**src/hdl/tplt_pkg.sv**
```systemverilog
`default_nettype none

package tplt_pkg;

  // Field and register widths
  localparam int VEL_W     = 32;
  localparam int MU_W      = 16;
  localparam int PT_W      = 48;
  localparam int CFG_IDX_W = 3;
  localparam int SEG_W     = 3;
  localparam int FRC_W     = 32;
  localparam int SLOPE_W   = 48;
  localparam int COEF_W    = 16;

  // Divider and multiplier sizing
  localparam int DEN_W     = 32;
  localparam int NUM_W     = 48;
  localparam int REM_W     = 32;
  localparam int MU_SHIFT  = 26;
  localparam int LIMB_W    = 16;
  localparam int ACC_W     = 79;
  localparam int PROD_W    = ACC_W - LIMB_W;
  localparam int CNT_W     = 6;
  localparam int DIV_STEPS = 48;
  localparam int MUL_STEPS = 3;

  // Register map
  localparam logic [CFG_IDX_W-1:0] REG_POINT_COUNT = 3'd0;
  localparam logic [CFG_IDX_W-1:0] REG_POINT_FIRST = 3'd1;

  // Reset and limit values
  localparam logic [CFG_IDX_W-1:0] MIN_POINTS = 3'd2;
  localparam logic [PT_W-1:0]      POINT1_RST = 48'h0001_0000_0000;
  localparam logic [COEF_W-1:0]    COEF_MAX   = 16'hFFFF;
  localparam logic [SLOPE_W-1:0]   SLOPE_MAX  = 48'h7FFF_FFFF_FFFF;
  localparam logic [SLOPE_W-1:0]   SLOPE_MIN  = 48'h8000_0000_0000;

  // Commands from controller to datapath
  typedef struct packed {
    logic capture;
    logic load_lo;
    logic load_hi;
    logic step_up;
    logic step_dn;
    logic prep;
    logic div_step;
    logic finish;
    logic mul_step;
    logic publish;
  } dp_cmd_t;

  // Status from datapath to controller
  typedef struct packed {
    logic up_more;
    logic dn_start;
    logic dn_more;
  } dp_stat_t;

endpackage

`default_nettype wire

```
**src/hdl/tplt_cfg_regs.sv**
```systemverilog
`default_nettype none

module tplt_cfg_regs #(
  parameter int MAX_POINTS = 7
) (
  input  logic                           clk,
  input  logic                           rst_n,
  input  logic                           cfg_we,
  input  logic [tplt_pkg::CFG_IDX_W-1:0] cfg_index,
  input  logic [tplt_pkg::PT_W-1:0]      cfg_data,
  input  logic [tplt_pkg::SEG_W-1:0]     rd_addr,
  output logic [tplt_pkg::PT_W-1:0]      rd_data,
  output logic [tplt_pkg::SEG_W-1:0]     seg_top
);
  import tplt_pkg::*;

  localparam logic [CFG_IDX_W-1:0] MAX_N = CFG_IDX_W'(MAX_POINTS);

  logic [PT_W-1:0]      point_r [MAX_POINTS];
  logic [CFG_IDX_W-1:0] count_r;
  logic [CFG_IDX_W-1:0] count_use;

  // Write point count and breakpoints; drop writes to unmapped indexes
  always_ff @(posedge clk) begin
    if (!rst_n) begin
      count_r <= MIN_POINTS;
      for (int i = 0; i < MAX_POINTS; i++) begin
        point_r[i] <= (i == 1) ? POINT1_RST : '0;
      end
    end else if (cfg_we) begin
      if (cfg_index == REG_POINT_COUNT) begin
        count_r <= cfg_data[CFG_IDX_W-1:0];
      end
      for (int i = 0; i < MAX_POINTS; i++) begin
        if (cfg_index == REG_POINT_FIRST + CFG_IDX_W'(i)) begin
          point_r[i] <= cfg_data;
        end
      end
    end
  end

  // Clamp point count into the supported range, derive the last segment
  always_comb begin
    if (count_r < MIN_POINTS) begin
      count_use = MIN_POINTS;
    end else if (count_r > MAX_N) begin
      count_use = MAX_N;
    end else begin
      count_use = count_r;
    end
  end

  assign seg_top = count_use - MIN_POINTS;

  // Single read port over the breakpoints
  always_comb begin
    rd_data = '0;
    for (int j = 0; j < MAX_POINTS; j++) begin
      if (SEG_W'(j) == rd_addr) begin
        rd_data = point_r[j];
      end
    end
  end

endmodule

`default_nettype wire

```
**src/hdl/tplt_ctrl.sv**
```systemverilog
`default_nettype none

module tplt_ctrl (
  input  logic                clk,
  input  logic                rst_n,
  input  logic                in_valid,
  output logic                in_ready,
  output logic                out_valid,
  input  logic                out_ready,
  input  tplt_pkg::dp_stat_t  stat,
  output tplt_pkg::dp_cmd_t   cmd
);
  import tplt_pkg::*;

  typedef enum logic [3:0] {
    S_IDLE,
    S_LOAD_LO,
    S_LOAD_HI,
    S_DECIDE,
    S_WALK_UP,
    S_WALK_DN,
    S_PREP,
    S_DIVIDE,
    S_FINISH,
    S_MULT,
    S_PUBLISH
  } state_t;

  state_t           state_r, state_nxt;
  logic [CNT_W-1:0] cnt_r, cnt_nxt;
  logic             out_valid_r, out_valid_nxt;

  assign in_ready  = (state_r == S_IDLE);
  assign out_valid = out_valid_r;

  // Sequence one transaction through load, walk, divide and multiply
  always_comb begin
    cmd           = '0;
    state_nxt     = state_r;
    cnt_nxt       = cnt_r;
    out_valid_nxt = out_valid_r && !out_ready;
    case (state_r)
      S_IDLE: begin
        if (in_valid) begin
          cmd.capture = 1'b1;
          state_nxt   = S_LOAD_LO;
        end
      end
      S_LOAD_LO: begin
        cmd.load_lo = 1'b1;
        state_nxt   = S_LOAD_HI;
      end
      S_LOAD_HI: begin
        cmd.load_hi = 1'b1;
        state_nxt   = S_DECIDE;
      end
      S_DECIDE: begin
        if (stat.up_more) begin
          state_nxt = S_WALK_UP;
        end else if (stat.dn_start) begin
          state_nxt = S_WALK_DN;
        end else begin
          state_nxt = S_PREP;
        end
      end
      S_WALK_UP: begin
        if (stat.up_more) begin
          cmd.step_up = 1'b1;
        end else begin
          state_nxt = S_PREP;
        end
      end
      S_WALK_DN: begin
        if (stat.dn_more) begin
          cmd.step_dn = 1'b1;
        end else begin
          state_nxt = S_PREP;
        end
      end
      S_PREP: begin
        cmd.prep  = 1'b1;
        cnt_nxt   = CNT_W'(DIV_STEPS - 1);
        state_nxt = S_DIVIDE;
      end
      S_DIVIDE: begin
        cmd.div_step = 1'b1;
        if (cnt_r == '0) begin
          state_nxt = S_FINISH;
        end else begin
          cnt_nxt = cnt_r - CNT_W'(1);
        end
      end
      S_FINISH: begin
        cmd.finish = 1'b1;
        cnt_nxt    = CNT_W'(MUL_STEPS - 1);
        state_nxt  = S_MULT;
      end
      S_MULT: begin
        cmd.mul_step = 1'b1;
        if (cnt_r == '0) begin
          state_nxt = S_PUBLISH;
        end else begin
          cnt_nxt = cnt_r - CNT_W'(1);
        end
      end
      S_PUBLISH: begin
        // Hold until the output register is free
        if (!out_valid_r || out_ready) begin
          cmd.publish   = 1'b1;
          out_valid_nxt = 1'b1;
          state_nxt     = S_IDLE;
        end
      end
      default: begin
        state_nxt = S_IDLE;
      end
    endcase
  end

  always_ff @(posedge clk) begin
    if (!rst_n) begin
      state_r     <= S_IDLE;
      cnt_r       <= '0;
      out_valid_r <= 1'b0;
    end else begin
      state_r     <= state_nxt;
      cnt_r       <= cnt_nxt;
      out_valid_r <= out_valid_nxt;
    end
  end

endmodule

`default_nettype wire

```
**src/hdl/tplt_dpath.sv**
```systemverilog
`default_nettype none

module tplt_dpath (
  input  logic                              clk,
  input  logic                              rst_n,
  input  tplt_pkg::dp_cmd_t                 cmd,
  output tplt_pkg::dp_stat_t                stat,
  input  logic signed [tplt_pkg::FRC_W-1:0] in_normal_force,
  input  logic signed [tplt_pkg::VEL_W-1:0] in_velocity,
  input  logic [tplt_pkg::SEG_W-1:0]        seg_top,
  output logic [tplt_pkg::SEG_W-1:0]        rd_addr,
  input  logic [tplt_pkg::PT_W-1:0]         rd_data,
  output logic [tplt_pkg::COEF_W-1:0]       out_coefficient,
  output logic signed [tplt_pkg::SLOPE_W-1:0] out_coefficient_slope,
  output logic signed [tplt_pkg::SLOPE_W-1:0] out_force_slope,
  output logic [tplt_pkg::SEG_W-1:0]        out_segment
);
  import tplt_pkg::*;

  // Segment tracking and bracketing points
  logic [SEG_W-1:0]  idx_r;
  logic [VEL_W-1:0]  a_r, v1_r, v2_r;
  logic [MU_W-1:0]   m1_r, m2_r;
  logic [FRC_W-1:0]  frc_r;

  // Divider state
  logic              dz_r, s1_r, s2_r;
  logic [DEN_W-1:0]  den_r;
  logic [NUM_W-1:0]  n1_r, n2_r;
  logic [REM_W-1:0]  r1_r, r2_r;

  // Results and multiplier state
  logic [SLOPE_W-1:0] slope_r;
  logic [COEF_W-1:0]  coef_r;
  logic [NUM_W-1:0]   mq_r;
  logic [ACC_W-1:0]   acc_r;

  // Output registers
  logic [COEF_W-1:0]  oc_r;
  logic [SLOPE_W-1:0] os_r, of_r;
  logic [SEG_W-1:0]   oi_r;

  logic [VEL_W-1:0]  vel_neg, vel_mag;
  logic [SEG_W-1:0]  idx_clamp;
  logic [VEL_W-1:0]  rd_vel;
  logic [MU_W-1:0]   rd_mu;

  // Magnitude of velocity and clamp of a stale segment
  assign vel_neg   = ~in_velocity + VEL_W'(1);
  assign vel_mag   = in_velocity[VEL_W-1] ? vel_neg : in_velocity;
  assign idx_clamp = (idx_r > seg_top) ? seg_top : idx_r;

  // Breakpoint read address for the current command
  always_comb begin
    if (cmd.load_hi) begin
      rd_addr = idx_r + SEG_W'(1);
    end else if (cmd.step_up) begin
      rd_addr = idx_r + SEG_W'(2);
    end else if (cmd.step_dn) begin
      rd_addr = idx_r - SEG_W'(1);
    end else begin
      rd_addr = idx_r;
    end
  end

  assign rd_vel = rd_data[PT_W-1:MU_W];
  assign rd_mu  = rd_data[MU_W-1:0];

  // Walk conditions
  assign stat.up_more  = (a_r >= v2_r) && (idx_r < seg_top);
  assign stat.dn_start = (a_r < v1_r) && (idx_r != '0);
  assign stat.dn_more  = (a_r <= v1_r) && (idx_r != '0);

  // Differences, signs and magnitudes for the divide setup
  logic [VEL_W:0]   dv, dx, dv_neg, dx_neg;
  logic [MU_W:0]    dmu, dmu_neg;
  logic [DEN_W-1:0] dv_mag, dx_mag;
  logic [MU_W-1:0]  dmu_mag;
  logic [NUM_W-1:0] prod2;

  assign dv      = {1'b0, v2_r} - {1'b0, v1_r};
  assign dx      = {1'b0, a_r} - {1'b0, v1_r};
  assign dmu     = {1'b0, m2_r} - {1'b0, m1_r};
  assign dv_neg  = -dv;
  assign dx_neg  = -dx;
  assign dmu_neg = -dmu;
  assign dv_mag  = dv[VEL_W] ? dv_neg[DEN_W-1:0] : dv[DEN_W-1:0];
  assign dx_mag  = dx[VEL_W] ? dx_neg[DEN_W-1:0] : dx[DEN_W-1:0];
  assign dmu_mag = dmu[MU_W] ? dmu_neg[MU_W-1:0] : dmu[MU_W-1:0];
  assign prod2   = NUM_W'(dmu_mag) * NUM_W'(dx_mag);

  // One restoring step for each of the two quotients
  logic [REM_W:0]   t1, t2;
  logic             ge1, ge2;
  logic [REM_W:0]   d1, d2;

  assign t1  = {r1_r, n1_r[NUM_W-1]};
  assign t2  = {r2_r, n2_r[NUM_W-1]};
  assign ge1 = t1 >= {1'b0, den_r};
  assign ge2 = t2 >= {1'b0, den_r};
  assign d1  = t1 - {1'b0, den_r};
  assign d2  = t2 - {1'b0, den_r};

  // Apply signs, saturate the coefficient
  logic [SLOPE_W-1:0] slope_val;
  logic [NUM_W:0]     c_sum;
  logic [COEF_W-1:0]  coef_val;

  assign c_sum = {1'b0, n2_r} + (NUM_W + 1)'(m1_r);

  always_comb begin
    if (dz_r) begin
      slope_val = '0;
      coef_val  = m1_r;
    end else begin
      slope_val = s1_r ? -n1_r : n1_r;
      if (s2_r) begin
        coef_val = (n2_r > NUM_W'(m1_r)) ? '0 : (m1_r - n2_r[COEF_W-1:0]);
      end else begin
        coef_val = (c_sum > (NUM_W + 1)'(COEF_MAX)) ? COEF_MAX : c_sum[COEF_W-1:0];
      end
    end
  end

  // One limb of slope magnitude times force per step
  logic [LIMB_W+FRC_W-2:0] pp;

  assign pp = (LIMB_W + FRC_W - 1)'(mq_r[NUM_W-1 -: LIMB_W])
            * (LIMB_W + FRC_W - 1)'(frc_r[FRC_W-2:0]);

  // Drop the force fraction and saturate the force slope
  logic [PROD_W-1:0]  p_mag;
  logic               f_pos;
  logic [SLOPE_W-1:0] fs_val;

  assign p_mag = acc_r[ACC_W-1:LIMB_W];
  assign f_pos = !frc_r[FRC_W-1] && (frc_r != '0);

  always_comb begin
    if (!f_pos) begin
      fs_val = '0;
    end else if (!slope_r[SLOPE_W-1]) begin
      fs_val = (p_mag > PROD_W'(SLOPE_MAX)) ? SLOPE_MAX : p_mag[SLOPE_W-1:0];
    end else begin
      fs_val = (p_mag > PROD_W'(SLOPE_MIN)) ? SLOPE_MIN : -p_mag[SLOPE_W-1:0];
    end
  end

  // Tracked segment index survives between transactions
  always_ff @(posedge clk) begin
    if (!rst_n) begin
      idx_r <= '0;
    end else if (cmd.capture) begin
      idx_r <= idx_clamp;
    end else if (cmd.step_up) begin
      idx_r <= idx_r + SEG_W'(1);
    end else if (cmd.step_dn) begin
      idx_r <= idx_r - SEG_W'(1);
    end
  end

  // Payload registers
  always_ff @(posedge clk) begin
    if (cmd.capture) begin
      a_r   <= vel_mag;
      frc_r <= in_normal_force;
    end
    if (cmd.load_lo) begin
      v1_r <= rd_vel;
      m1_r <= rd_mu;
    end
    if (cmd.load_hi) begin
      v2_r <= rd_vel;
      m2_r <= rd_mu;
    end
    if (cmd.step_up) begin
      v1_r <= v2_r;
      m1_r <= m2_r;
      v2_r <= rd_vel;
      m2_r <= rd_mu;
    end
    if (cmd.step_dn) begin
      v2_r <= v1_r;
      m2_r <= m1_r;
      v1_r <= rd_vel;
      m1_r <= rd_mu;
    end
    if (cmd.prep) begin
      dz_r  <= (dv == '0);
      s1_r  <= dmu[MU_W] ^ dv[VEL_W];
      s2_r  <= dmu[MU_W] ^ dv[VEL_W] ^ dx[VEL_W];
      den_r <= dv_mag;
      n1_r  <= NUM_W'({dmu_mag, {MU_SHIFT{1'b0}}});
      n2_r  <= prod2;
      r1_r  <= '0;
      r2_r  <= '0;
    end
    if (cmd.div_step) begin
      r1_r <= ge1 ? d1[REM_W-1:0] : t1[REM_W-1:0];
      r2_r <= ge2 ? d2[REM_W-1:0] : t2[REM_W-1:0];
      n1_r <= {n1_r[NUM_W-2:0], ge1};
      n2_r <= {n2_r[NUM_W-2:0], ge2};
    end
    if (cmd.finish) begin
      slope_r <= slope_val;
      coef_r  <= coef_val;
      mq_r    <= dz_r ? '0 : n1_r;
      acc_r   <= '0;
    end
    if (cmd.mul_step) begin
      acc_r <= {acc_r[ACC_W-LIMB_W-1:0], {LIMB_W{1'b0}}} + ACC_W'(pp);
      mq_r  <= {mq_r[NUM_W-LIMB_W-1:0], {LIMB_W{1'b0}}};
    end
    if (cmd.publish) begin
      oc_r <= coef_r;
      os_r <= slope_r;
      of_r <= fs_val;
      oi_r <= idx_r;
    end
  end

  assign out_coefficient       = oc_r;
  assign out_coefficient_slope = os_r;
  assign out_force_slope       = of_r;
  assign out_segment           = oi_r;

endmodule

`default_nettype wire

```
**src/hdl/tracked_piecewise_linear_lookup_top.sv**
```systemverilog
// Each transaction loads the bracketing points, then walks the segment index (at
//   most 5 steps) or skips the walk when neither walk condition holds.
// A new input is taken only once the 48-step restoring divider and the three-limb
//   force multiply of the one shared datapath are done and the result is published.
// A finished result waits in the output register while the next input is taken.
// Reset: synchronous, active low; clears control and segment index, loads config defaults.
`default_nettype none

module tracked_piecewise_linear_lookup_top #(
  parameter int MAX_POINTS = 7
) (
  input  logic                                clk,
  input  logic                                rst_n,
  input  logic                                in_valid,
  output logic                                in_ready,
  input  logic signed [tplt_pkg::FRC_W-1:0]   in_normal_force,
  input  logic signed [tplt_pkg::VEL_W-1:0]   in_velocity,
  output logic                                out_valid,
  input  logic                                out_ready,
  output logic [tplt_pkg::COEF_W-1:0]         out_coefficient,
  output logic signed [tplt_pkg::SLOPE_W-1:0] out_coefficient_slope,
  output logic signed [tplt_pkg::SLOPE_W-1:0] out_force_slope,
  output logic [tplt_pkg::SEG_W-1:0]          out_segment,
  input  logic                                cfg_we,
  input  logic [tplt_pkg::CFG_IDX_W-1:0]      cfg_index,
  input  logic [tplt_pkg::PT_W-1:0]           cfg_data
);
  import tplt_pkg::*;

  dp_cmd_t          cmd;
  dp_stat_t         stat;
  logic [SEG_W-1:0] rd_addr;
  logic [PT_W-1:0]  rd_data;
  logic [SEG_W-1:0] seg_top;

  tplt_cfg_regs #(
    .MAX_POINTS (MAX_POINTS)
  ) u_regs (
    .clk       (clk),
    .rst_n     (rst_n),
    .cfg_we    (cfg_we),
    .cfg_index (cfg_index),
    .cfg_data  (cfg_data),
    .rd_addr   (rd_addr),
    .rd_data   (rd_data),
    .seg_top   (seg_top)
  );

  tplt_ctrl u_ctrl (
    .clk       (clk),
    .rst_n     (rst_n),
    .in_valid  (in_valid),
    .in_ready  (in_ready),
    .out_valid (out_valid),
    .out_ready (out_ready),
    .stat      (stat),
    .cmd       (cmd)
  );

  tplt_dpath u_dpath (
    .clk                   (clk),
    .rst_n                 (rst_n),
    .cmd                   (cmd),
    .stat                  (stat),
    .in_normal_force       (in_normal_force),
    .in_velocity           (in_velocity),
    .seg_top               (seg_top),
    .rd_addr               (rd_addr),
    .rd_data               (rd_data),
    .out_coefficient       (out_coefficient),
    .out_coefficient_slope (out_coefficient_slope),
    .out_force_slope       (out_force_slope),
    .out_segment           (out_segment)
  );

endmodule

`default_nettype wire

```
**config.mk**
```make
export PLATFORM = sky130hd
export DESIGN_NAME = tracked_piecewise_linear_lookup_top
export DESIGN_NICKNAME = d
export VERILOG_FILES = /design/src/hdl/tplt_pkg.sv /design/src/hdl/tplt_cfg_regs.sv /design/src/hdl/tplt_ctrl.sv /design/src/hdl/tplt_dpath.sv /design/src/hdl/tracked_piecewise_linear_lookup_top.sv
export SDC_FILE = /design/constraint.sdc
export NUM_CORES = 2
export LEC_CHECK = 0
export ABC_AREA = 1
export BUFFER_PORTS_ARGS = -buffer_cell sky130_fd_sc_hd__buf_4
export CORE_ASPECT_RATIO = 0.8
export CORE_MARGIN = 5
export CORE_UTILIZATION = 40
export DETAILED_ROUTE_END_ITERATION = 12
export PLACE_DENSITY = 0.61
export SLEW_MARGIN = 20
export SYNTH_ARGS = -nofsm -noshare
export SYNTH_HDL_FRONTEND = slang
export SYNTH_HIERARCHICAL = 1
export SYNTH_SLANG_ARGS = --single-unit
```
**constraint.sdc**
```tcl
create_clock -name clk -period 14.4 [get_ports clk]
set_clock_uncertainty 0.1 [all_clocks]
set_input_delay 1.44 -clock clk [delete_from_list [all_inputs] [get_ports clk]]
set_output_delay 1.44 -clock clk [all_outputs]
set_load 0.01 [all_outputs]
```
==> results.md <==
* Area contributors post-synth: edfxtp_1 (31%), fa_1 (18%), nand2_1 (9.4%)
* Post-synth EDFFs at 981
* Top Ports at 237
* CTS tree: built
* CP Buf/Inv Count at 6
* Sequential fraction of the synthesis area at 0.3187
* Worst-Margin Slew at 1.154 ns
* Syn Nets at roughly 13,000
* F_max at 0.09838 GHz
* Global-route wire length before repair at 480,500 µm
* Deepest clock path buffer count at 3
* Hold Vio Cnt, Final at 0
* Slew margin rel. at 0.2295
* Drt first pass iters at 6
* Post-CTS Repair Setup Buffers at 0
* Cts hold-fix bufs at 0
* Syn Area/Cell at 8.166 µm²
* Fin area at 103,100 µm²
* GPL Wtd Cong at between 0.9 and 1
* Dpl hpwl at roughly 240,000 µm
* Cell mode on critical path: nand2_1
* Vias in the first global route at around 80,000
* Vias at 79,474
* Placed Area at 99,240 µm²
* Final min period at about 10 ns
* Count of warnings emitted by yosys at 6
* Initial Util at 0.4022
* Multi-input gate area at 54,380 µm²
* CP max-delay cell: xor2_1
* Fin Hold WS at 0.3100 ns
* Worst-path clk slew at 0.06 ns
* Share of cells above drive strength 1 at 0.06496
* Critical path arrival at 10.63 ns
* Initial drt markers at 7,835
* Final setup fails at 0
* Die area at 246,100 µm²
* CP endpoint kind: flop
* Post-synth top area share at 0.3118
* Clock buffer count from CTS at 110
* Yosys reg bits at roughly 1,000
* Routed len/inst at 21.03 µm
* Post-Synthesis Cells at 11,572
* CP required at 14.87 ns
* Area growth syn-to-layout at 9.088%
* Register area at about 30,000 µm²
* Final nets at 13,061
* WS Path Type: flop to flop
* Max-slew violations at 0
* Crit-path leading delay family: adder cells
* GRT Total Usage at 0.2496
* Core ar. at 234,900 µm²
* Site Rows at roughly 160
* Setup tns final at 0 ns
* Crit-path max FO at 35
* Period utilization at 0.7059
* Synth top cells by count: nand2_1 (2,362), inv_1 (2,168), nor2_1 (1,334)
* Setup ws final at 4.235 ns
* PortBufs at 236
* Hold WC Path Type: flop to flop
* # fillers at 23,229
* Die Ht at 444.7 µm
* Largest net degree at the start of global routing at 96
* Final wirelength at about 310,000 µm
* Max-cap viol count at 0
* Most common cell in the netlist: nand2_1
* Post-Syn Area at approximately 94,000 µm²
* Vias per Instance at 5.361
* Fraction of registers with async set/reset at 0
* Synth Flop Type: edfxtp_1
* Clock Sinks at 1,014
* Die Span X at 553.4 µm
* Antenna violations before repair at 3
* Yosys top cell by area: edfxtp_1
* Unrepaired setup endpoints after global routing: false
* CTS Root Cell: clkbuf_16
* DRT antenna net count at 0
* Pre-CTS setup slack at roughly 4.5 ns
* Netlist cell types at 74
* # DRC at 0
* Startpoint types: flop
* CTS HTree Levels at 3
* Status: finished clean
* CP max stage delay at 0.82 ns
* Post-CTS sizing at 0
* Gr ovfl total at 0
* Worst-Skew Late Latency at 0.77 ns
-- routing by layer --
layer / vias to the layer above / track usage / wire length [µm]
met5: - / 0 / 0
met4: 0 / 0.05447 / 6953
met3: 376 / 0.03522 / 25140
met2: 3372 / 0.3949 / 138800
met1: 38832 / 0.3648 / 140900
li1: 36894 / - / -
-- flip-flops by register name (all words and copies together), names as in the netlist, 16 cells and up --
register and flops:
u_dpath/v2_r 32, u_dpath/coef_r 16, u_dpath/out_force_slope 48, u_dpath/m2_r 16, u_dpath/mq_r 48, u_dpath/slope_r 48
u_dpath/n2_r 48, u_dpath/a_r 32, u_dpath/out_coefficient 16, u_dpath/out_coefficient_slope 48, u_regs/point_r 336, u_dpath/frc_r 32
u_dpath/r1_r 32, u_dpath/r2_r 32, u_dpath/acc_r 79, u_dpath/den_r 32, u_dpath/v1_r 32, u_dpath/m1_r 16
u_dpath/n1_r 48
-- layout by cell type, fill, tap and decap left out, types with 53 or more instances in the layout --
| master | synthesis | final |
|---|---|---|
| nor3_1 | 129 | 128 |
| nor2_1 | 1334 | 1331 |
| a31oi_1 | 53 | 53 |
| clkbuf_16 | 0 | 110 |
| xor2_1 | 166 | 159 |
| nand3_1 | 565 | 565 |
| nor4_1 | 64 | 64 |
| nand2_1 | 2362 | 2356 |
| a21oi_1 | 569 | 569 |
| fa_1 | 860 | 860 |
| buf_4 | 26 | 334 |
| inv_1 | 2168 | 2163 |
| ha_1 | 493 | 493 |
| o21ai_0 | 579 | 574 |
| edfxtp_1 | 981 | 981 |
| xnor2_1 | 74 | 74 |
| nand4_1 | 271 | 271 |
-- worst paths after layout --
check | from | to | slack (ns) | cells past startpoint
worst max-delay path | u_dpath/a_r[0] | u_dpath/n2_r[42] | 4.23 | 35
worst min-delay path | u_dpath/slope_r[31] | u_dpath/out_coefficient_slope[31] | 0.31 | 0
worst max register to register | u_dpath/a_r[0] | u_dpath/n2_r[42] | 4.23 | 35
worst min register to register | u_dpath/slope_r[31] | u_dpath/out_coefficient_slope[31] | 0.31 | 0
-- metrics by stage --
step / util / cells
CTS: 0.4387 / 14823
finish: 0.4387 / 14825
global route: 0.4387 / 14823
floorplan: - / 11572
global placement: 0.4222 / 14613
detailed placement: 0.4224 / 14615
-- logic make-up after synthesis --
group                    after synthesis  share of synthesized area
AO/OA/AOI/OAI                       1401                    0.08056
buffers and inverters               2637                     0.1083
AND/OR/NAND/NOR                     4920                     0.2214
adder cells (fa/ha/maj)             1353                     0.2475
multiplexers                           1                  0.0001192
flip-flops                          1014                     0.3187
XOR/XNOR                             246                    0.02340
-- area by class of cell --
| class | count | area share |
|---|---|---|
| Multi-Input combinational cell | 7921 | 0.5276 |
| Inverter | 2205 | 0.08040 |
| Clock inverter | 85 | 0.009868 |
| Clock buffer | 123 | 0.02718 |
| Sequential cell | 1014 | 0.2922 |
| Timing Repair Buffer | 336 | 0.02462 |
| Antenna cell | 2 | 0.00004855 |
| Tap cell | 3139 | 0.03810 |
Power is not shown: default switching activity piles up to over one toggle a cycle in this logic, so the estimate is an artifact.
